File: src/hw/rtl/assert_macros.svh
// ----------------------------------------------------------------------------
// Assertion macros
// Clocked concurrent assertion helpers shared by the RTL files.
// ----------------------------------------------------------------------------
`ifndef ASSERT_MACROS_SVH
`define ASSERT_MACROS_SVH

// expression holds at every clock edge outside reset
`define ECD_ASSERT(lbl, clk, rst, expr) \
   lbl: assert property (@(posedge clk) disable iff (rst) (expr)) \
      else $error("assertion failed");

// same-cycle implication
`define ECD_ASSERT_IMP(lbl, clk, rst, ante, cons) \
   lbl: assert property (@(posedge clk) disable iff (rst) (ante) |-> (cons)) \
      else $error("assertion failed");

// next-cycle implication
`define ECD_ASSERT_NXT(lbl, clk, rst, ante, cons) \
   lbl: assert property (@(posedge clk) disable iff (rst) (ante) |=> (cons)) \
      else $error("assertion failed");

`endif

File: src/hw/rtl/ecd_pkg.sv
// ----------------------------------------------------------------------------
// ecd_pkg
// Shared constants for the eye-closure drowsiness monitor.
// ----------------------------------------------------------------------------
package ecd_pkg;

   // default sizing
   localparam int DEF_MAX_AVG_WINDOW    = 16;
   localparam int DEF_MAX_CLOSED_WINDOW = 32;
   localparam int DEF_CLOSED_PRELOAD    = 10;
   localparam int DEF_REFILL_COUNT      = 5;

   // register file
   localparam int CSR_ADDR_W = 2;
   localparam int CSR_DATA_W = 6;

   localparam logic [CSR_ADDR_W-1:0] CSR_AVG_LEN      = 2'd0;
   localparam logic [CSR_ADDR_W-1:0] CSR_CLOSED_LEN   = 2'd1;
   localparam logic [CSR_ADDR_W-1:0] CSR_CLOSED_LIMIT = 2'd2;

   localparam int AVG_LEN_W      = 5;
   localparam int CLOSED_LEN_W   = 6;
   localparam int CLOSED_LIMIT_W = 4;

   localparam logic [AVG_LEN_W-1:0]      AVG_LEN_RST      = 5'd10;
   localparam logic [CLOSED_LEN_W-1:0]   CLOSED_LEN_RST   = 6'd20;
   localparam logic [CLOSED_LIMIT_W-1:0] CLOSED_LIMIT_RST = 4'd1;

   // limit is in tenths
   localparam int ALARM_SCALE = 10;

   // last issued motor command
   localparam logic [1:0] MOTOR_NONE = 2'd0;
   localparam logic [1:0] MOTOR_MED  = 2'd1;
   localparam logic [1:0] MOTOR_SLOW = 2'd2;
   localparam logic [1:0] MOTOR_PULL = 2'd3;

   // command field encoding
   localparam logic CMD_MED  = 1'b0;
   localparam logic CMD_SLOW = 1'b1;

endpackage

File: src/hw/rtl/ecd_chan_if.sv
// ----------------------------------------------------------------------------
// ecd_chan_if
// Valid/ready channels for eye-state requests and monitor responses.
// ----------------------------------------------------------------------------
interface ecd_req_if;
   logic valid;
   logic ready;
   logic eye_open;

   modport source (output valid, output eye_open, input ready);
   modport sink   (input valid, input eye_open, output ready);
endinterface

interface ecd_rsp_if;
   logic valid;
   logic ready;
   logic eyes_avg;
   logic motor_valid;
   logic motor_cmd;
   logic pullover;

   modport source (output valid, output eyes_avg, output motor_valid,
                   output motor_cmd, output pullover, input ready);
   modport sink   (input valid, input eyes_avg, input motor_valid,
                   input motor_cmd, input pullover, output ready);
endinterface

File: src/hw/rtl/eye_closure_drowsiness_monitor_top.sv
// ----------------------------------------------------------------------------
// eye_closure_drowsiness_monitor_top
// Usage:
//   req_if carries one eye-state bit per video frame (1 open, 0 closed).
//   rsp_if returns one response per request: rounded mean of the averaging
//   window, an optional medium/slow motor command (sent only on change) and
//   the closed-eye pull-over alarm.
//   csr_* writes the three length/limit registers; write only while idle.
//   Path: an accepted request is held in the input register, then its
//   response in the response register.
//   Throughput: one request per cycle while rsp_if.ready holds; running fill
//   and ones counts let each bit update both windows between the registers.
//   Reset: synchronous; windows empty except the closed-eye window preload
//   of ones, no motor command issued yet, registers at their defaults.
//   Stall: a held response keeps one more request in the input register;
//   req_if.ready drops only when both stages are full.
// ----------------------------------------------------------------------------
module eye_closure_drowsiness_monitor_top #(
   parameter int MAX_AVG_WINDOW    = ecd_pkg::DEF_MAX_AVG_WINDOW,
   parameter int MAX_CLOSED_WINDOW = ecd_pkg::DEF_MAX_CLOSED_WINDOW,
   parameter int CLOSED_PRELOAD    = ecd_pkg::DEF_CLOSED_PRELOAD,
   parameter int REFILL_COUNT      = ecd_pkg::DEF_REFILL_COUNT
) (
   input  logic                            clock,
   input  logic                            reset,
   ecd_req_if.sink                         req_if,
   ecd_rsp_if.source                       rsp_if,
   input  logic                            csr_we,
   input  logic [ecd_pkg::CSR_ADDR_W-1:0]  csr_addr,
   input  logic [ecd_pkg::CSR_DATA_W-1:0]  csr_wdata
);
   import ecd_pkg::*;

   localparam int AVG_FW = $clog2(MAX_AVG_WINDOW + 2);
   localparam int CL_FW  = $clog2(MAX_CLOSED_WINDOW + 2);

   logic [AVG_LEN_W-1:0]      avg_len_ff, avg_len_in;
   logic [CLOSED_LEN_W-1:0]   cl_len_ff, cl_len_in;
   logic [CLOSED_LIMIT_W-1:0] cl_limit_ff, cl_limit_in;

   logic              step;
   logic              eye_bit;
   logic              refill;
   logic [AVG_FW-1:0] avg_fill;
   logic [AVG_FW-1:0] avg_ones;
   logic [CL_FW-1:0]  cl_fill;
   logic [CL_FW-1:0]  cl_ones;

   always_comb begin
      avg_len_in  = avg_len_ff;
      cl_len_in   = cl_len_ff;
      cl_limit_in = cl_limit_ff;
      if (csr_we) begin
         case (csr_addr)
            CSR_AVG_LEN: begin
               avg_len_in = csr_wdata[AVG_LEN_W-1:0];
            end
            CSR_CLOSED_LEN: begin
               cl_len_in = csr_wdata[CLOSED_LEN_W-1:0];
            end
            CSR_CLOSED_LIMIT: begin
               cl_limit_in = csr_wdata[CLOSED_LIMIT_W-1:0];
            end
            default: begin
               avg_len_in = avg_len_ff;
            end
         endcase
      end
   end

   always_ff @(posedge clock) begin
      if (reset) begin
         avg_len_ff  <= AVG_LEN_RST;
         cl_len_ff   <= CLOSED_LEN_RST;
         cl_limit_ff <= CLOSED_LIMIT_RST;
      end else begin
         avg_len_ff  <= avg_len_in;
         cl_len_ff   <= cl_len_in;
         cl_limit_ff <= cl_limit_in;
      end
   end

   ecd_window #(
      .DEPTH   (MAX_AVG_WINDOW),
      .PRELOAD (0),
      .REFILL  (1),
      .MIN_LEN (1),
      .CFG_W   (AVG_LEN_W),
      .FW      (AVG_FW)
   ) u_avg_win (
      .clock    (clock),
      .reset    (reset),
      .step     (step),
      .eye_bit  (eye_bit),
      .refill   (1'b0),
      .len_cfg  (avg_len_ff),
      .fill_nxt (avg_fill),
      .ones_nxt (avg_ones)
   );

   ecd_window #(
      .DEPTH   (MAX_CLOSED_WINDOW),
      .PRELOAD (CLOSED_PRELOAD),
      .REFILL  (REFILL_COUNT),
      .MIN_LEN (REFILL_COUNT),
      .CFG_W   (CLOSED_LEN_W),
      .FW      (CL_FW)
   ) u_closed_win (
      .clock    (clock),
      .reset    (reset),
      .step     (step),
      .eye_bit  (eye_bit),
      .refill   (refill),
      .len_cfg  (cl_len_ff),
      .fill_nxt (cl_fill),
      .ones_nxt (cl_ones)
   );

   ecd_ctrl #(
      .AVG_FW (AVG_FW),
      .CL_FW  (CL_FW)
   ) u_ctrl (
      .clock        (clock),
      .reset        (reset),
      .req          (req_if),
      .rsp          (rsp_if),
      .closed_limit (cl_limit_ff),
      .avg_fill     (avg_fill),
      .avg_ones     (avg_ones),
      .cl_fill      (cl_fill),
      .cl_ones      (cl_ones),
      .step         (step),
      .eye_bit      (eye_bit),
      .refill       (refill)
   );

endmodule

File: src/hw/rtl/ecd_window.sv
// ----------------------------------------------------------------------------
// ecd_window
// Bit window with running fill and ones count; optional drop-and-refill.
// ----------------------------------------------------------------------------
`include "assert_macros.svh"

module ecd_window #(
   parameter int DEPTH   = 16,
   parameter int PRELOAD = 0,
   parameter int REFILL  = 1,
   parameter int MIN_LEN = 1,
   parameter int CFG_W   = 5,
   parameter int FW      = $clog2(DEPTH + 2)
) (
   input  logic             clock,
   input  logic             reset,
   input  logic             step,
   input  logic             eye_bit,
   input  logic             refill,
   input  logic [CFG_W-1:0] len_cfg,
   output logic [FW-1:0]    fill_nxt,
   output logic [FW-1:0]    ones_nxt
);
   localparam int CW = (CFG_W > FW) ? CFG_W : FW;
   localparam int PE = (PRELOAD > DEPTH) ? DEPTH : PRELOAD;
   localparam logic [DEPTH-1:0] PRE_VEC = {DEPTH{1'b1}} >> (DEPTH - PE);

   logic [DEPTH-1:0]        win_ff, win_in;
   logic [FW-1:0]           fill_ff, fill_in;
   logic [FW-1:0]           ones_ff, ones_in;

   logic [CW-1:0]           len_ext;
   logic [FW-1:0]           len_eff;
   logic [FW-1:0]           fill_plus;
   logic                    drop;
   logic [DEPTH:0]          pushed;
   logic [DEPTH-1:0]        win_push;
   logic [DEPTH+REFILL-1:0] ext;
   logic [DEPTH-1:0]        win_refill;
   logic [FW-1:0]           head_ones;

   always_comb begin
      len_ext = CW'(len_cfg);
      if (len_ext < CW'(MIN_LEN)) begin
         len_eff = FW'(MIN_LEN);
      end else if (len_ext > CW'(DEPTH)) begin
         len_eff = FW'(DEPTH);
      end else begin
         len_eff = FW'(len_ext);
      end

      fill_plus = fill_ff + FW'(1);
      drop      = fill_plus > len_eff;

      for (int i = 0; i <= DEPTH; i++) begin
         if (FW'(i) == fill_ff) begin
            pushed[i] = eye_bit;
         end else if (i < DEPTH) begin
            pushed[i] = win_ff[i];
         end else begin
            pushed[i] = 1'b0;
         end
      end
      win_push = drop ? pushed[DEPTH:1] : pushed[DEPTH-1:0];
      fill_nxt = drop ? fill_ff : fill_plus;
      ones_nxt = ones_ff + FW'(eye_bit) - FW'(drop & pushed[0]);

      // drop the oldest REFILL entries, append ones
      ext = {{REFILL{1'b1}}, win_push};
      for (int i = 0; i < DEPTH; i++) begin
         win_refill[i] = ((i + REFILL) < int'(fill_nxt)) ? ext[i + REFILL] : 1'b1;
      end
      head_ones = '0;
      for (int i = 0; i < REFILL; i++) begin
         head_ones = head_ones + FW'(win_push[i]);
      end

      win_in  = win_ff;
      fill_in = fill_ff;
      ones_in = ones_ff;
      if (step) begin
         fill_in = fill_nxt;
         if (refill) begin
            win_in  = win_refill;
            ones_in = ones_nxt - head_ones + FW'(REFILL);
         end else begin
            win_in  = win_push;
            ones_in = ones_nxt;
         end
      end
   end

   always_ff @(posedge clock) begin
      if (reset) begin
         win_ff  <= PRE_VEC;
         fill_ff <= FW'(PE);
         ones_ff <= FW'(PE);
      end else begin
         win_ff  <= win_in;
         fill_ff <= fill_in;
         ones_ff <= ones_in;
      end
   end

   `ECD_ASSERT(a_count_bound, clock, reset, (ones_ff <= fill_ff) && (fill_ff <= FW'(DEPTH)))
   `ECD_ASSERT_NXT(a_refill_ones, clock, reset, step && refill, ones_ff >= FW'(REFILL))

endmodule

File: src/hw/rtl/ecd_ctrl.sv
// ----------------------------------------------------------------------------
// ecd_ctrl
// Request/response registers, mean and alarm tests, motor command tracking.
// ----------------------------------------------------------------------------
`include "assert_macros.svh"

module ecd_ctrl #(
   parameter int AVG_FW = 5,
   parameter int CL_FW  = 6
) (
   input  logic                                clock,
   input  logic                                reset,
   ecd_req_if.sink                             req,
   ecd_rsp_if.source                           rsp,
   input  logic [ecd_pkg::CLOSED_LIMIT_W-1:0]  closed_limit,
   input  logic [AVG_FW-1:0]                   avg_fill,
   input  logic [AVG_FW-1:0]                   avg_ones,
   input  logic [CL_FW-1:0]                    cl_fill,
   input  logic [CL_FW-1:0]                    cl_ones,
   output logic                                step,
   output logic                                eye_bit,
   output logic                                refill
);
   import ecd_pkg::*;

   localparam int PW = CL_FW + CLOSED_LIMIT_W;

   logic       in_valid_ff, in_valid_in;
   logic       in_bit_ff, in_bit_in;
   logic       rsp_valid_ff, rsp_valid_in;
   logic       rsp_avg_ff, rsp_avg_in;
   logic       rsp_mvalid_ff, rsp_mvalid_in;
   logic       rsp_cmd_ff, rsp_cmd_in;
   logic       rsp_pull_ff, rsp_pull_in;
   logic [1:0] last_motor_ff, last_motor_in;

   logic       avg_bit;
   logic       alarm;
   logic       mvalid;
   logic       mcmd;

   always_comb begin
      step      = in_valid_ff && (!rsp_valid_ff || rsp.ready);
      req.ready = !in_valid_ff || step;
      eye_bit   = in_bit_ff;

      avg_bit = {avg_ones, 1'b0} >= {1'b0, avg_fill};
      alarm   = (PW'(cl_ones) * PW'(ALARM_SCALE)) <= (PW'(closed_limit) * PW'(cl_fill));
      refill  = alarm;

      mvalid        = 1'b0;
      mcmd          = CMD_MED;
      last_motor_in = last_motor_ff;
      if (in_bit_ff) begin
         if (last_motor_ff != MOTOR_MED) begin
            mvalid        = 1'b1;
            last_motor_in = MOTOR_MED;
         end
      end else begin
         if (last_motor_ff != MOTOR_SLOW) begin
            mvalid        = 1'b1;
            mcmd          = CMD_SLOW;
            last_motor_in = MOTOR_SLOW;
         end
      end
      if (alarm) begin
         last_motor_in = MOTOR_PULL;
      end
      if (!step) begin
         last_motor_in = last_motor_ff;
      end

      in_valid_in = in_valid_ff;
      in_bit_in   = in_bit_ff;
      if (req.ready) begin
         in_valid_in = req.valid;
         in_bit_in   = req.eye_open;
      end

      rsp_valid_in  = rsp_valid_ff && !rsp.ready;
      rsp_avg_in    = rsp_avg_ff;
      rsp_mvalid_in = rsp_mvalid_ff;
      rsp_cmd_in    = rsp_cmd_ff;
      rsp_pull_in   = rsp_pull_ff;
      if (step) begin
         rsp_valid_in  = 1'b1;
         rsp_avg_in    = avg_bit;
         rsp_mvalid_in = mvalid;
         rsp_cmd_in    = mcmd;
         rsp_pull_in   = alarm;
      end
   end

   always_ff @(posedge clock) begin
      if (reset) begin
         in_valid_ff   <= 1'b0;
         rsp_valid_ff  <= 1'b0;
         last_motor_ff <= MOTOR_NONE;
      end else begin
         in_valid_ff   <= in_valid_in;
         rsp_valid_ff  <= rsp_valid_in;
         last_motor_ff <= last_motor_in;
      end
   end

   always_ff @(posedge clock) begin
      in_bit_ff     <= in_bit_in;
      rsp_avg_ff    <= rsp_avg_in;
      rsp_mvalid_ff <= rsp_mvalid_in;
      rsp_cmd_ff    <= rsp_cmd_in;
      rsp_pull_ff   <= rsp_pull_in;
   end

   assign rsp.valid       = rsp_valid_ff;
   assign rsp.eyes_avg    = rsp_avg_ff;
   assign rsp.motor_valid = rsp_mvalid_ff;
   assign rsp.motor_cmd   = rsp_cmd_ff;
   assign rsp.pullover    = rsp_pull_ff;

   `ECD_ASSERT_IMP(a_stall_full, clock, reset, !req.ready, in_valid_ff && rsp_valid_ff)
   `ECD_ASSERT_IMP(a_pull_state, clock, reset, rsp_valid_ff && rsp_pull_ff, last_motor_ff == MOTOR_PULL)
   `ECD_ASSERT_IMP(a_cmd_quiet, clock, reset, rsp_valid_ff && !rsp_mvalid_ff, rsp_cmd_ff == CMD_MED)

endmodule
File: src/flat_wrapper.sv
// flat-port wrapper written by rule: the top's interface ports become plain ports
module eye_closure_drowsiness_monitor_top_flat import ecd_pkg::*;
#(
   parameter int MAX_AVG_WINDOW    = ecd_pkg::DEF_MAX_AVG_WINDOW,
   parameter int MAX_CLOSED_WINDOW = ecd_pkg::DEF_MAX_CLOSED_WINDOW,
   parameter int CLOSED_PRELOAD    = ecd_pkg::DEF_CLOSED_PRELOAD,
   parameter int REFILL_COUNT      = ecd_pkg::DEF_REFILL_COUNT
)
  (clock, reset, csr_we, csr_addr, csr_wdata, req_if_valid, req_if_eye_open, req_if_ready, rsp_if_valid, rsp_if_eyes_avg, rsp_if_motor_valid, rsp_if_motor_cmd, rsp_if_pullover, rsp_if_ready);
  ecd_req_if req_if_i ();
  ecd_rsp_if rsp_if_i ();
  input  logic clock;
  input  logic reset;
  input  logic csr_we;
  input  logic [ecd_pkg::CSR_ADDR_W-1:0] csr_addr;
  input  logic [ecd_pkg::CSR_DATA_W-1:0] csr_wdata;
  input wire logic [$bits(req_if_i.valid)-1:0] req_if_valid;
  input wire logic [$bits(req_if_i.eye_open)-1:0] req_if_eye_open;
  output wire logic [$bits(req_if_i.ready)-1:0] req_if_ready;
  output wire logic [$bits(rsp_if_i.valid)-1:0] rsp_if_valid;
  output wire logic [$bits(rsp_if_i.eyes_avg)-1:0] rsp_if_eyes_avg;
  output wire logic [$bits(rsp_if_i.motor_valid)-1:0] rsp_if_motor_valid;
  output wire logic [$bits(rsp_if_i.motor_cmd)-1:0] rsp_if_motor_cmd;
  output wire logic [$bits(rsp_if_i.pullover)-1:0] rsp_if_pullover;
  input wire logic [$bits(rsp_if_i.ready)-1:0] rsp_if_ready;
  assign req_if_i.valid = req_if_valid;
  assign req_if_i.eye_open = req_if_eye_open;
  assign req_if_ready = req_if_i.ready;
  assign rsp_if_valid = rsp_if_i.valid;
  assign rsp_if_eyes_avg = rsp_if_i.eyes_avg;
  assign rsp_if_motor_valid = rsp_if_i.motor_valid;
  assign rsp_if_motor_cmd = rsp_if_i.motor_cmd;
  assign rsp_if_pullover = rsp_if_i.pullover;
  assign rsp_if_i.ready = rsp_if_ready;
  eye_closure_drowsiness_monitor_top #(.MAX_AVG_WINDOW(MAX_AVG_WINDOW), .MAX_CLOSED_WINDOW(MAX_CLOSED_WINDOW), .CLOSED_PRELOAD(CLOSED_PRELOAD), .REFILL_COUNT(REFILL_COUNT)) u_core (.clock(clock), .reset(reset), .req_if(req_if_i), .rsp_if(rsp_if_i), .csr_we(csr_we), .csr_addr(csr_addr), .csr_wdata(csr_wdata));
endmodule
File: config.mk
export PLATFORM = sky130hd
export DESIGN_NAME = eye_closure_drowsiness_monitor_top_flat
export DESIGN_NICKNAME = d
export VERILOG_FILES = /design/src/hw/rtl/ecd_pkg.sv /design/src/hw/rtl/ecd_chan_if.sv /design/src/hw/rtl/eye_closure_drowsiness_monitor_top.sv /design/src/hw/rtl/ecd_window.sv /design/src/hw/rtl/ecd_ctrl.sv /design/src/flat_wrapper.sv
export VERILOG_INCLUDE_DIRS = /design/src /design/src/hw/rtl
export SDC_FILE = /design/constraint.sdc
export NUM_CORES = 1
export LEC_CHECK = 0
export BUFFER_PORTS_ARGS = -buffer_cell sky130_fd_sc_hd__buf_4
export CORE_UTILIZATION = 50
export DETAILED_ROUTE_END_ITERATION = 8
export HOLD_SLACK_MARGIN = 0.05
export MAX_ROUTING_LAYER = met4
export PLACE_DENSITY = 0.66
export RECOVER_POWER = 100
export SLEW_MARGIN = 10
export SYNTH_ARGS = -nofsm -noshare
export SYNTH_HDL_FRONTEND = slang
export SYNTH_HIERARCHICAL = 1
export SYNTH_SLANG_ARGS = --single-unit
export TNS_END_PERCENT = 20
File: constraint.sdc
create_clock -name clock -period 14.74 [get_ports clock]
set_clock_uncertainty 0.1 [all_clocks]
set_input_delay 1.474 -clock clock [delete_from_list [all_inputs] [get_ports clock]]
set_output_delay 1.474 -clock clock [all_outputs]
set_load 0.01 [all_outputs]
After elaboration in Yosys (flattened, before gate mapping) --
Index checks and enable logic that the tools add are counted. W data, S select, Z words.
Cells by class: $add $sub $neg 12, multipliers 2, $lt $le $gt $ge 35, equal/unequal tests 53, multiplexer cells 95, bitwise operators 2, reduce and logical (&&, ||, !) cells 15
Operator list (number):
- $eq A5 B6 Y1 const A | 16
- $lt A5 B6 Y1 const A | 16
- $mux W1 | 81
- $mux W32 | 2
- $eq A4 B6 Y1 const A | 8
- $lt A4 B6 Y1 const A | 8
- $eq A4 B5 Y1 const A | 8
- $eq A3 B6 Y1 const A | 4
- $mux W6 | 4
- $eq A3 B5 Y1 const A | 4
- $lt A3 B6 Y1 const A | 3
- $mux W16 | 1
- $mux W5 | 3
- $eq A2 B6 Y1 const A | 2
- $eq A2 B5 Y1 const A | 2
- $le A10 B10 Y1 | 1
- $mul A4 B6 Y10 | 1
- $mul A6 B3 Y9 const B | 1
- $mux W2 | 4
- $add A6 B1 Y6 | 1
- $add A6 B1 Y6 const B | 1
- $add A6 B3 Y6 const B | 1
- $eq A1 B6 Y1 const A | 1
- $eq A6 B6 Y1 const A | 1
- other kinds (33) | 40
Storage, ports and cells: register bits after elaboration 94, input port bits 14, output and inout bits 6, logic and storage cells 231

Longest topological paths before layout --
Gate-level depths: netlist (run 1).
depth after elaboration 12, gate-level depth with buffers 41, depth with buffers taken out 34

Hierarchy --
The synthesis (run 1) kept the hierarchy.
Modules (own cells, without submodules):
- ecd_window at u_core.u_closed_win | times used 1, cells an instance 536, area an instance 4171.5 µm², seq. area each 880.8 µm²
- ecd_window at u_core.u_avg_win | times used 1, cells an instance 340, area an instance 2602.5 µm², seq. area each 520.5 µm²
- ecd_ctrl | times used 1, cells an instance 175, area an instance 1530.2 µm², seq. area each 230.2 µm²
- eye_closure_drowsiness_monitor_top | times used 1, cells an instance 65, area an instance 660.6 µm², seq. area each 300.3 µm²

Least setup slack after synthesis (run 1) --
OpenSTA, ideal clock, no wires.
kind reg-to-reg, from register u_core.u_closed_win.fill_ff[0], to register u_core.u_closed_win.win_ff[20], library setup time 117 ps, data arrival time 7821 ps, required time 14523 ps, setup slack 6702 ps, stages on the path, launching flop included 41, path buffers 8, period minus slack after synthesis 8038 ps, cells stage by stage dfxtp_1 > buf_2 > and4_1 > a21boi_0 > or2_2 > ha_1 > and4_4 > buf_6 > and2_4 > buf_6 > a31o_4 > buf_6 > buf_2 > buf_2 > nor2_1 > ha_1 > inv_1 > ha_1 > [... 5 more ...] > xnor2_1 > ha_1 > ha_1 > a21o_1 > a21oi_1 > nor2b_1 > o21a_1 > ha_1 > nand4_1 > nor2_1 > and2_4 > o41ai_4 > clkbuf_1 > inv_1 > or3_1 > buf_6 > or3_1 > a32o_1
On the way: longest elaborated chain between the ends 7, elaborated cells between the ends (all ways) 22, those cells by class 2 x add/sub; 2 x mul; 3 x order compare; 4 x eq/ne; 9 x mux; 1 x bitwise; 1 x reduce/logical
Ends and longest elaborated chain:
- start, declared | RTL line ecd_window.sv:29 | logic [FW-1:0] fill_ff, fill_in;
- start signal, assigned | RTL line ecd_window.sv:96 | fill_ff <= FW'(PE);
- start signal, assigned | RTL line ecd_window.sv:100 | fill_ff <= fill_in;
- $add A6 B1 Y6 or $logic_not A6 Y1 (tied branches) | RTL line ecd_window.sv:52, ecd_window.sv:56
- $gt A6 B6 Y1 or $mux W1 (tied branches) | RTL line ecd_window.sv:53, ecd_window.sv:56
- $and A1 B1 Y1 * | RTL line ecd_window.sv:66 | ones_nxt = ones_ff + FW'(eye_bit) - FW'(drop & pushed[0]);
- $sub A6 B1 Y6 * | RTL line ecd_window.sv:66
- net u_core.cl_ones[4] | RTL line eye_closure_drowsiness_monitor_top.sv:47 | logic [CL_FW-1:0] cl_ones;
- $mul A6 B3 Y9 * | RTL line ecd_ctrl.sv:48 | alarm = (PW'(cl_ones) * PW'(ALARM_SCALE)) <= (PW'(closed_limit) * PW'(cl_fill));
- $le A10 B10 Y1 * | RTL line ecd_ctrl.sv:48
- net u_core.refill | RTL line eye_closure_drowsiness_monitor_top.sv:43 | logic refill;
- $mux W32 * | RTL line ecd_window.sv:83 | if (refill) begin
- end signal, assigned | RTL line ecd_window.sv:99 | win_ff <= win_in;
- end, declared | RTL line ecd_window.sv:28 | logic [DEPTH-1:0] win_ff, win_in;
The timed path passes the listed nets; every way through them passes the cells marked *. A chain may end at the register's enable or synchronous reset.

Final worst setup path (run 1) --
from register u_core.u_closed_win.fill_ff[4], to register u_core.u_closed_win.win_ff[13]
Same word-level chain as after synthesis.

==> impl_metrics.toml, run 1 <==
[floorplanning]
rows = 48
die_x_um = 136
core_area_mm2 = 0.0174
ios = 20
dieArea_mm2 = 0.0185
die_h_um = 136
start_util_pct = 51.5

[timing]
tns_ns = 0
layout_setup_ws_ns = 3.57
whs_ns = 0.366
finalHoldViolCount = 0
timing.final.crit_share_pct = 75.8
maxSlewHeadroom_pct = -132
final-max-slew-violation-count = 251
max_freq_mhz = 89.5
rsz0062_at_grt = "false"
fin_crit_ns = 11.17
setup_viol = 0
tightest_slew_ns = 3.47

[pwr]
power.density_mw_per_mm2 = 144
irDropWorstVdd_mv = 0.206
p_leak_nw = 4.03

[drt]
ant_nets = 0
initialDrtViolationCount = 701
drtPass1Iterations = 5
wl_per_cell_um = 16.9
routed_wl_um = 22300
post_drt_via_cell_ratio = 5.98
vias = 7860
drc = 0

[setup_path]
reg2regPathDepth = 33
crit_top_cell = "ha_1"
r2r_start = "u_core/u_closed_win/fill_ff[4]"
cp.arrival_ns = 11.12
critPathBufInv = 5
timing.rr.end = "u_core/u_closed_win/win_ff[13]"
max_stage_delay_ns = 1.42
path_delay_family = "simple AND/OR/NAND/NOR gates"
crit_end = "u_core/u_closed_win/win_ff[13]"
crit_path_end_kind = "register"
rrSetupSlack_ns = 3.57
crit_cells = 33
startpoint = "u_core/u_closed_win/fill_ff[4]"
start_kind = "register"
critical_path_class = "register to register"
worstPathMaxFanout = 35
cp_slowest_cell = "a31o_1"
cp.required_ns = 14.69

[hold_path]
hold_start = "u_core/u_closed_win/win_ff[10]"
hp-class = "register to register"

[clock_tree]
cts_resized = 0
path_clk_slew_ns = 0.07
tritoncts = "yes"
clockRootBuffer = "clkbuf_16"
clk_latency_ns = 0.35
clk_path_buf_depth = 2
cts_hold_buf = 0
h-tree-depth = 3
clock-sinks = 94
post-cts-setup-buffers = 0
cts_buffers = 9

[logic_synthesis]
synth_top_family_by_area = "simple AND/OR/NAND/NOR gates"
ys.flop_type = "dfxtp_1"
yosysSeqAreaShare_pct = 21.5
synthCells = 1116
ys_top_cells_by_area = "dfxtp_1 (20%), mux2i_1 (11%), ha_1 (10%)"
synthMuxAreaShare_pct = 13.6
synth.avg_cell_area_um2 = 8.03
ys_ff_latch = 94
ys_top_cells_by_count = "nor2_1 (131), mux2i_1 (101), dfxtp_1 (89)"
yosysMostFrequentCell = "nor2_1"
netlist_area_mm2 = 0.00896
synth_area_leader_cell = "dfxtp_1"
synth_cell_types = 89
synthAdderAreaFrac_pct = 13.8
synth-edff-count = 5
synth_xor_area_share_pct = 3.81
synth-simple-area-share_pct = 21.1
synth_nets = 1220
async_flop_share_pct = 0
synth_top_area_share_pct = 19.9
yosys_warnings = 6
synth_compound_area_share_pct = 19.0

[run_status]
status = "complete, but fails checks"
violations = "capacitance limit, slew limit"

[grt]
globalRouteOverflowTotal = 0
grt_first_pass_wirelength_um = 36600
grt_start_max_net_pins = 81
antenna_found_initial = 0
grt_pass1_vias = 7370
gr-usage-all-layers_pct = 25.5

[finish]
fillers = 1703
final_core_util_pct = 53.4
nets = 1190
diodes = 0
area_delta_synth_final_pct = 3.73
drive_above_1_share_pct = 6.79

[place]
pre_cts_ws_ns = 5.65
place_hpwl_um = 16000
portBuffers = 19
globalplace.congestion = 0.864

[run]
cap_violations = 4
## registers in the layout, summed over array words and instances, names as in the netlist, 2 cells and up
name	flops
u_core/u_closed_win/ones_ff	6
u_core/cl_len_ff	6
u_core/u_closed_win/win_ff	32
u_core/avg_len_ff	5
u_core/u_avg_win/ones_ff	5
u_core/u_avg_win/fill_ff	5
u_core/cl_limit_ff	4
u_core/u_closed_win/fill_ff	6
u_core/u_ctrl/last_motor_ff	2
u_core/u_avg_win/win_ff	16
## layout by cell type, fill, tap and decap left out, types with 13 or more instances in the layout
| cell | count |
|---|---|
| inv_1 | 77 |
| a211oi_1 | 14 |
| dfxtp_1 | 89 |
| a21oi_1 | 44 |
| buf_4 | 15 |
| nand3_1 | 36 |
| o21ai_0 | 53 |
| clkbuf_1 | 13 |
| and2_1 | 19 |
| xnor2_1 | 26 |
| mux2_2 | 15 |
| nor3_1 | 19 |
| xor2_1 | 13 |
| nor2_1 | 131 |
| nand2b_1 | 31 |
| ha_1 | 75 |
| a21o_1 | 14 |
| nand2_1 | 82 |
| mux2i_1 | 101 |
| fa_1 | 15 |
## routing by layer
layer / wire, µm / global-route usage, % / vias to the layer above
met1: 10700 / 35.0 / 3684
met4: 493 / 8.70 / 0
met5: 0 / - / -
met2: 9980 / 38.9 / 265
met3: 1060 / 2.50 / 36
li1: - / - / 3875
## worst register-to-register path, delay by kind of cell (launching register included)
family | cells | cell delay (ns)
adder cells (fa/ha/maj) | 7 | 2.08
buffers and inverters | 5 | 1.76
AND/OR/NAND/NOR | 11 | 3.03
AO/OA/AOI/OAI | 9 | 2.98
XOR/XNOR | 1 | 0.33
flip-flops | 1 | 0.59
## cell families (layout without fill, tap and decap cells)
logic type                 count (synthesis)  in the layout
AOI/OAI and AO/OA                        238            238
xor gates and xnor gates                  39             39
adders and majority gates                 90             90
buffers and inverters                    148            122
DFF                                       94             94
muxes                                    118            118
other                                      1              1
and+or+nand+nor                          388            388
## stage by stage
stage          area, µm²  std cells  power, mW
3_5_place_dp        9120       1300       1.14
4_1_cts             9380       1315       1.36
3_3_place_gp        9120       1300       1.12
5_1_grt             9300       1315       1.47
6_report            9300       1315       1.34
2_1_floorplan       8960       1116      0.956
## cell type report
class,instances,area (µm²),area share [%]
repair buffers,28,169,1.82
multi-input cells,874,6360,68.4
flip-flops and latches,94,1930,20.8
clock inverters,4,26.3,0.283
well taps,225,282,3.03
inverters,79,297,3.19
clock buffers,11,233,2.50
## worst min-delay path by stage
| stage | end | slack (ns) | cells after the start |
|---|---|---|---|
| 4_1_cts | u_core/u_closed_win/win_ff[10] | 0.37 | 2 |
| 2_1_floorplan | u_core/u_avg_win/win_ff[6] | 0.32 | 2 |
| 3_3_place_gp | u_core/u_closed_win/win_ff[19] | 0.34 | 2 |
| 3_5_place_dp | u_core/u_closed_win/win_ff[21] | 0.35 | 2 |
| 6_report | u_core/u_closed_win/win_ff[10] | 0.37 | 2 |
| 5_1_grt | u_core/u_closed_win/win_ff[2] | 0.39 | 1 |
## power breakdown
part	total, mW	internal [mW]	switching, mW
logic	0.808	0.308	0.500
clock network	0.214	0.113	0.100
registers	0.319	0.296	0.0231
total	1.34	0.717	0.623
Power figures use the tool's default switching activity.
==> run 2, diff against run 1 <==
--- a/config.mk
+++ b/config.mk
@@ -11,7 +11,7 @@
 export DETAILED_ROUTE_END_ITERATION = 8
 export HOLD_SLACK_MARGIN = 0.05
 export MAX_ROUTING_LAYER = met4
-export PLACE_DENSITY = 0.66
+export PLACE_DENSITY = 0.68
 export RECOVER_POWER = 100
 export SLEW_MARGIN = 10
 export SYNTH_ARGS = -nofsm -noshare
==> constraint.sdc (replaced) <==
create_clock -name clock -period 9.3 [get_ports clock]
set_clock_uncertainty 0.1 [all_clocks]
set_input_delay 0.93 -clock clock [delete_from_list [all_inputs] [get_ports clock]]
set_output_delay 0.93 -clock clock [all_outputs]
set_load 0.01 [all_outputs]
==> impl_metrics.toml, run 2 (same netlist as run 1, synthesis figures left out) <==
[place]
portBuffers = 19
place_hpwl_um = 15800
pre_cts_ws_ns = 0.834
globalplace.congestion = 0.909
placed_area_mm2 = 0.00914

[grt]
gr-usage-all-layers_pct = 25.9
grt_first_pass_wirelength_um = 37300
grt_pass1_vias = 7500
grt_start_max_net_pins = 80
antenna_found_initial = 0
globalRouteOverflowTotal = 0

[hold_path]
hold_start = "u_core/u_avg_win/win_ff[6]"
hp-class = "register to register"

[finish]
drive_above_1_share_pct = 7.68
stdcell_area_mm2 = 0.00939
diodes = 0
area_delta_synth_final_pct = 4.72
final_core_util_pct = 53.9
nets = 1193
layout_commonest_cell = "nor2_1"
top_register = "u_core/u_closed_win/win_ff"
largest_reg_flops = 32
reg_top3 = "u_core/u_closed_win/win_ff (32), u_core/u_avg_win/win_ff (16)"
final_cell_mix = "nor2_1 (131), mux2i_1 (101), dfxtp_1 (89)"
fillers = 1679

[drt]
post_drt_via_cell_ratio = 5.96
drtPass1Iterations = 5
routed_wl_um = 22300
initialDrtViolationCount = 770
ant_nets = 0
vias = 7864
wl_per_cell_um = 16.9
drc = 0

[clock_tree]
h-tree-depth = 3
cts_buffers = 9
tritoncts = "yes"
clock-sinks = 94
cts_resized = 0
cts_hold_buf = 0
path_clk_slew_ns = 0.07
clk_path_buf_depth = 2
clockRootBuffer = "clkbuf_16"
post-cts-setup-buffers = 0
clk_latency_ns = 0.35

[setup_path]
start_kind = "register"
worstPathMaxFanout = 15
max_stage_delay_ns = 0.91
r2r_start = "u_core/u_closed_win/fill_ff[4]"
cp.required_ns = 9.45
crit_path_end_kind = "register"
critical_path_class = "register to register"
startpoint = "u_core/u_closed_win/fill_ff[4]"
cp.arrival_ns = 8.81
cp_slowest_cell = "nor2b_1"
crit_top_cell = "inv_1"

[run_status]
violations = "capacitance limit, slew limit"
status = "complete, but fails checks"

[floorplanning]
dieArea_mm2 = 0.0185
ios = 20
rows = 48
start_util_pct = 51.5
die_x_um = 136
core_area_mm2 = 0.0174
die_h_um = 136

[timing]
timing.final.crit_share_pct = 93.1
tightest_slew_ns = 3.51
setup_viol = 0
fin_crit_ns = 8.66
finalHoldViolCount = 0
max_freq_mhz = 115
final-max-slew-violation-count = 182
maxSlewHeadroom_pct = -134
tns_ns = 0
layout_setup_ws_ns = 0.642
rsz0062_at_grt = "false"

[run]
cap_violations = 3

[pwr]
irDropWorstVdd_mv = 0.291
p_leak_nw = 4.08
power.density_mw_per_mm2 = 238
-- run 2: changes by cell type in the layout (fill, tap and decap cells not counted), sizes merged --
| cell | previous run | this run |
|---|---|---|
| buf | 15 | 20 |
| clkinv | 5 | 4 |
| clkbuf | 24 | 21 |
| inv | 77 | 80 |
| clkinvlp | 1 | 0 |
| bufinv | 0 | 1 |
-- run 2: area by class of cell --
cell class                      instances  area, µm²  area share (%)
Timing Repair Buffer                   31        199            2.12
Inverter                               79        297            3.16
Multi-Input combinational cell        874       6370            67.9
Sequential cell                        94       1930            20.6
Clock buffer                           10        239            2.55
Clock inverter                          6       67.6           0.720
Tap cell                              225        282            3.00
-- run 2: per-layer routing --
layer | vias to the layer above | share of wire [%] | GRT usage (%)
met4 | 0 | 2.0 | 8.64
met1 | 3688 | 48 | 35.0
met3 | 38 | 5.5 | 3.06
met2 | 259 | 44 | 39.9
li1 | 3879 | - | -
met5 | - | 0 | -
-- run 2: path summary, 6_finish.rpt --
path	endpoint	depth (start not counted)	slack, ns
max	u_core/u_closed_win/win_ff[20]	28	0.64
min	u_core/u_avg_win/win_ff[6]	2	0.36
max reg2reg	u_core/u_closed_win/win_ff[20]	28	0.64
min reg2reg	u_core/u_avg_win/win_ff[6]	2	0.36
-- run 2: critical path: cells and delay by family, from the launching register on --
| kind | cells | cell delay (ns) |
|---|---|---|
| buffers and inverters | 4 | 0.45 |
| AOI/OAI and AO/OA | 6 | 1.31 |
| and+or+nand+nor | 12 | 3.66 |
| xor gates and xnor gates | 1 | 0.61 |
| DFF | 1 | 0.58 |
| adders and majority gates | 5 | 1.82 |
-- run 2: metrics by stage --
stage,cells,hold slack (ns),power [mW]
4_1_cts,1319,0.365,2.25
6_report,1319,0.360,2.23
5_1_grt,1319,0.387,2.43
2_1_floorplan,1116,0.324,1.51
3_5_place_dp,1303,0.348,1.84
3_3_place_gp,1303,0.334,1.82
-- run 2: where the power goes --
group / internal [mW] / switching [mW]
combinational: 0.519 / 0.819
sequential: 0.468 / 0.0363
clock: 0.218 / 0.173
total: 1.21 / 1.03
==> run 3, diff against run 2 <==
--- a/config.mk
+++ b/config.mk
@@ -6,7 +6,7 @@
 export SDC_FILE = /design/constraint.sdc
 export NUM_CORES = 1
 export LEC_CHECK = 0
-export BUFFER_PORTS_ARGS = -buffer_cell sky130_fd_sc_hd__buf_4
+export BUFFER_PORTS_ARGS = -buffer_cell sky130_fd_sc_hd__buf_2
 export CORE_UTILIZATION = 50
 export DETAILED_ROUTE_END_ITERATION = 8
 export HOLD_SLACK_MARGIN = 0.05
==> impl_metrics.toml, run 3 (same netlist as run 1, synthesis figures left out) <==
[timing]
setup_viol = 0
fin_crit_ns = 8.37
rsz0062_at_grt = "false"
max_freq_mhz = 119
tns_ns = 0
tightest_slew_ns = 4.23
layout_setup_ws_ns = 0.930
finalHoldViolCount = 0
maxSlewHeadroom_pct = -182
final-max-slew-violation-count = 237
whs_ns = 0.359
timing.final.crit_share_pct = 90.0

[finish]
diodes = 0
largest_reg_flops = 32
final_core_util_pct = 53.5
area_delta_synth_final_pct = 3.89
reg_top3 = "u_core/u_closed_win/win_ff (32), u_core/u_avg_win/win_ff (16)"
final_cell_mix = "nor2_1 (131), mux2i_1 (101), dfxtp_1 (89)"
fillers = 1700
drive_above_1_share_pct = 7.49
nets = 1194
top_register = "u_core/u_closed_win/win_ff"
layout_commonest_cell = "nor2_1"

[hold_path]
hp-class = "register to register"
hold_start = "u_core/u_closed_win/win_ff[21]"

[run_status]
violations = "capacitance limit, slew limit"
status = "complete, but fails checks"

[clock_tree]
h-tree-depth = 3
clock-sinks = 94
tritoncts = "yes"
path_clk_slew_ns = 0.08
cts_hold_buf = 0
cts_resized = 0
clk_latency_ns = 0.36
clk_path_buf_depth = 2
post-cts-setup-buffers = 0
cts_buffers = 9
clockRootBuffer = "clkbuf_16"

[setup_path]
reg2regPathDepth = 27
critical_path_class = "register to register"
path_delay_family = "simple AND/OR/NAND/NOR gates"
cp_slowest_cell = "nor2b_1"
start_kind = "register"
cp.required_ns = 9.23
timing.rr.end = "u_core/u_closed_win/win_ff[12]"
r2r_start = "u_core/u_closed_win/fill_ff[4]"
critPathBufInv = 2
crit_end = "u_core/u_closed_win/win_ff[12]"
startpoint = "u_core/u_closed_win/fill_ff[4]"
worstPathMaxFanout = 15
cp.arrival_ns = 8.30
crit_cells = 27
max_stage_delay_ns = 0.83
crit_path_end_kind = "register"
rrSetupSlack_ns = 0.93
crit_top_cell = "ha_1"

[drt]
top_layer_used = "met4"
wl_met3_um = 1300
dr_wl_met2_um = 9990
routed_wl_um = 22100
drtPass1Iterations = 5
post_drt_via_cell_ratio = 5.99
wl_per_cell_um = 16.7
initialDrtViolationCount = 821
drc = 0
ant_nets = 0
vias = 7908
wl_met1_um = 10500

[floorplanning]
die_x_um = 136
core_area_mm2 = 0.0174
rows = 48
dieArea_mm2 = 0.0185
die_h_um = 136
ios = 20
start_util_pct = 51.5

[place]
place_hpwl_um = 15700
pre_cts_ws_ns = 1.15
globalplace.congestion = 0.882
portBuffers = 19

[grt]
grt_pass1_vias = 7328
gr-usage-all-layers_pct = 25.3
grt_start_max_net_pins = 101
globalRouteOverflowTotal = 0
antenna_found_initial = 0
grt_first_pass_wirelength_um = 36400

[pwr]
p_leak_nw = 4.05
power.density_mw_per_mm2 = 240
irDropWorstVdd_mv = 0.456
power_mw = 2.23

[run]
cap_violations = 3
-- run 3: worst min-delay path by stage --
stage | to | slack (ns) | cells past startpoint
floorplan | u_core/u_avg_win/win_ff[6] | 0.32 | 2
global placement | u_core/u_closed_win/win_ff[19] | 0.34 | 2
detailed placement | u_core/u_closed_win/win_ff[21] | 0.35 | 2
CTS | u_core/u_closed_win/win_ff[21] | 0.36 | 2
global route | u_core/u_closed_win/win_ff[10] | 0.38 | 2
finish | u_core/u_closed_win/win_ff[21] | 0.36 | 2
-- run 3: routing by layer --
metal	vias to the layer above	global-route usage, %
met1	3712	34.8
met5	-	-
li1	3884	-
met3	35	2.35
met4	0	7.04
met2	277	39.6
-- run 3: power breakdown --
part | switching, mW | total [mW] | internal [mW]
combinational | 0.844 | 1.36 | 0.521
clock | 0.182 | 0.367 | 0.185
sequential | 0.0352 | 0.503 | 0.468
-- run 3: metrics by stage --
step / instances / area [µm²]
finish: 1320 / 9310
global placement: 1304 / 9100
floorplan: 1116 / 8960
detailed placement: 1304 / 9100
global route: 1320 / 9310
CTS: 1320 / 9380
-- run 3: area by class of cell --
class	count	area (µm²)	share of cell area, %
tap	225	282	3.02
multi-input combinational	874	6350	68.2
clock inverter	7	51.3	0.551
inverter	79	297	3.18
sequential	94	1930	20.7
clock buffer	9	225	2.42
timing repair buffer	32	173	1.85
-- run 3: worst register-to-register path, stage by stage, from the launching register on --
cell,delay (ns)
dfxtp_1,0.60
nor2b_1,0.83
and2_0,0.34
or2_2,0.16
ha_1,0.18
nand2_1,0.10
or2_0,0.36
a31oi_1,0.48
xnor2_1,0.26
nand2_1,0.14
fa_1,0.52
fa_1,0.60
inv_1,0.06
ha_1,0.28
a21o_1,0.19
nand4_1,0.08
nand3_1,0.09
o41a_1,0.33
xnor2_1,0.19
ha_1,0.27
nand4_1,0.11
nor2_1,0.07
and2_0,0.18
o41ai_4,0.30
inv_1,0.12
or3_1,0.55
nor2_1,0.37
a311oi_1,0.17
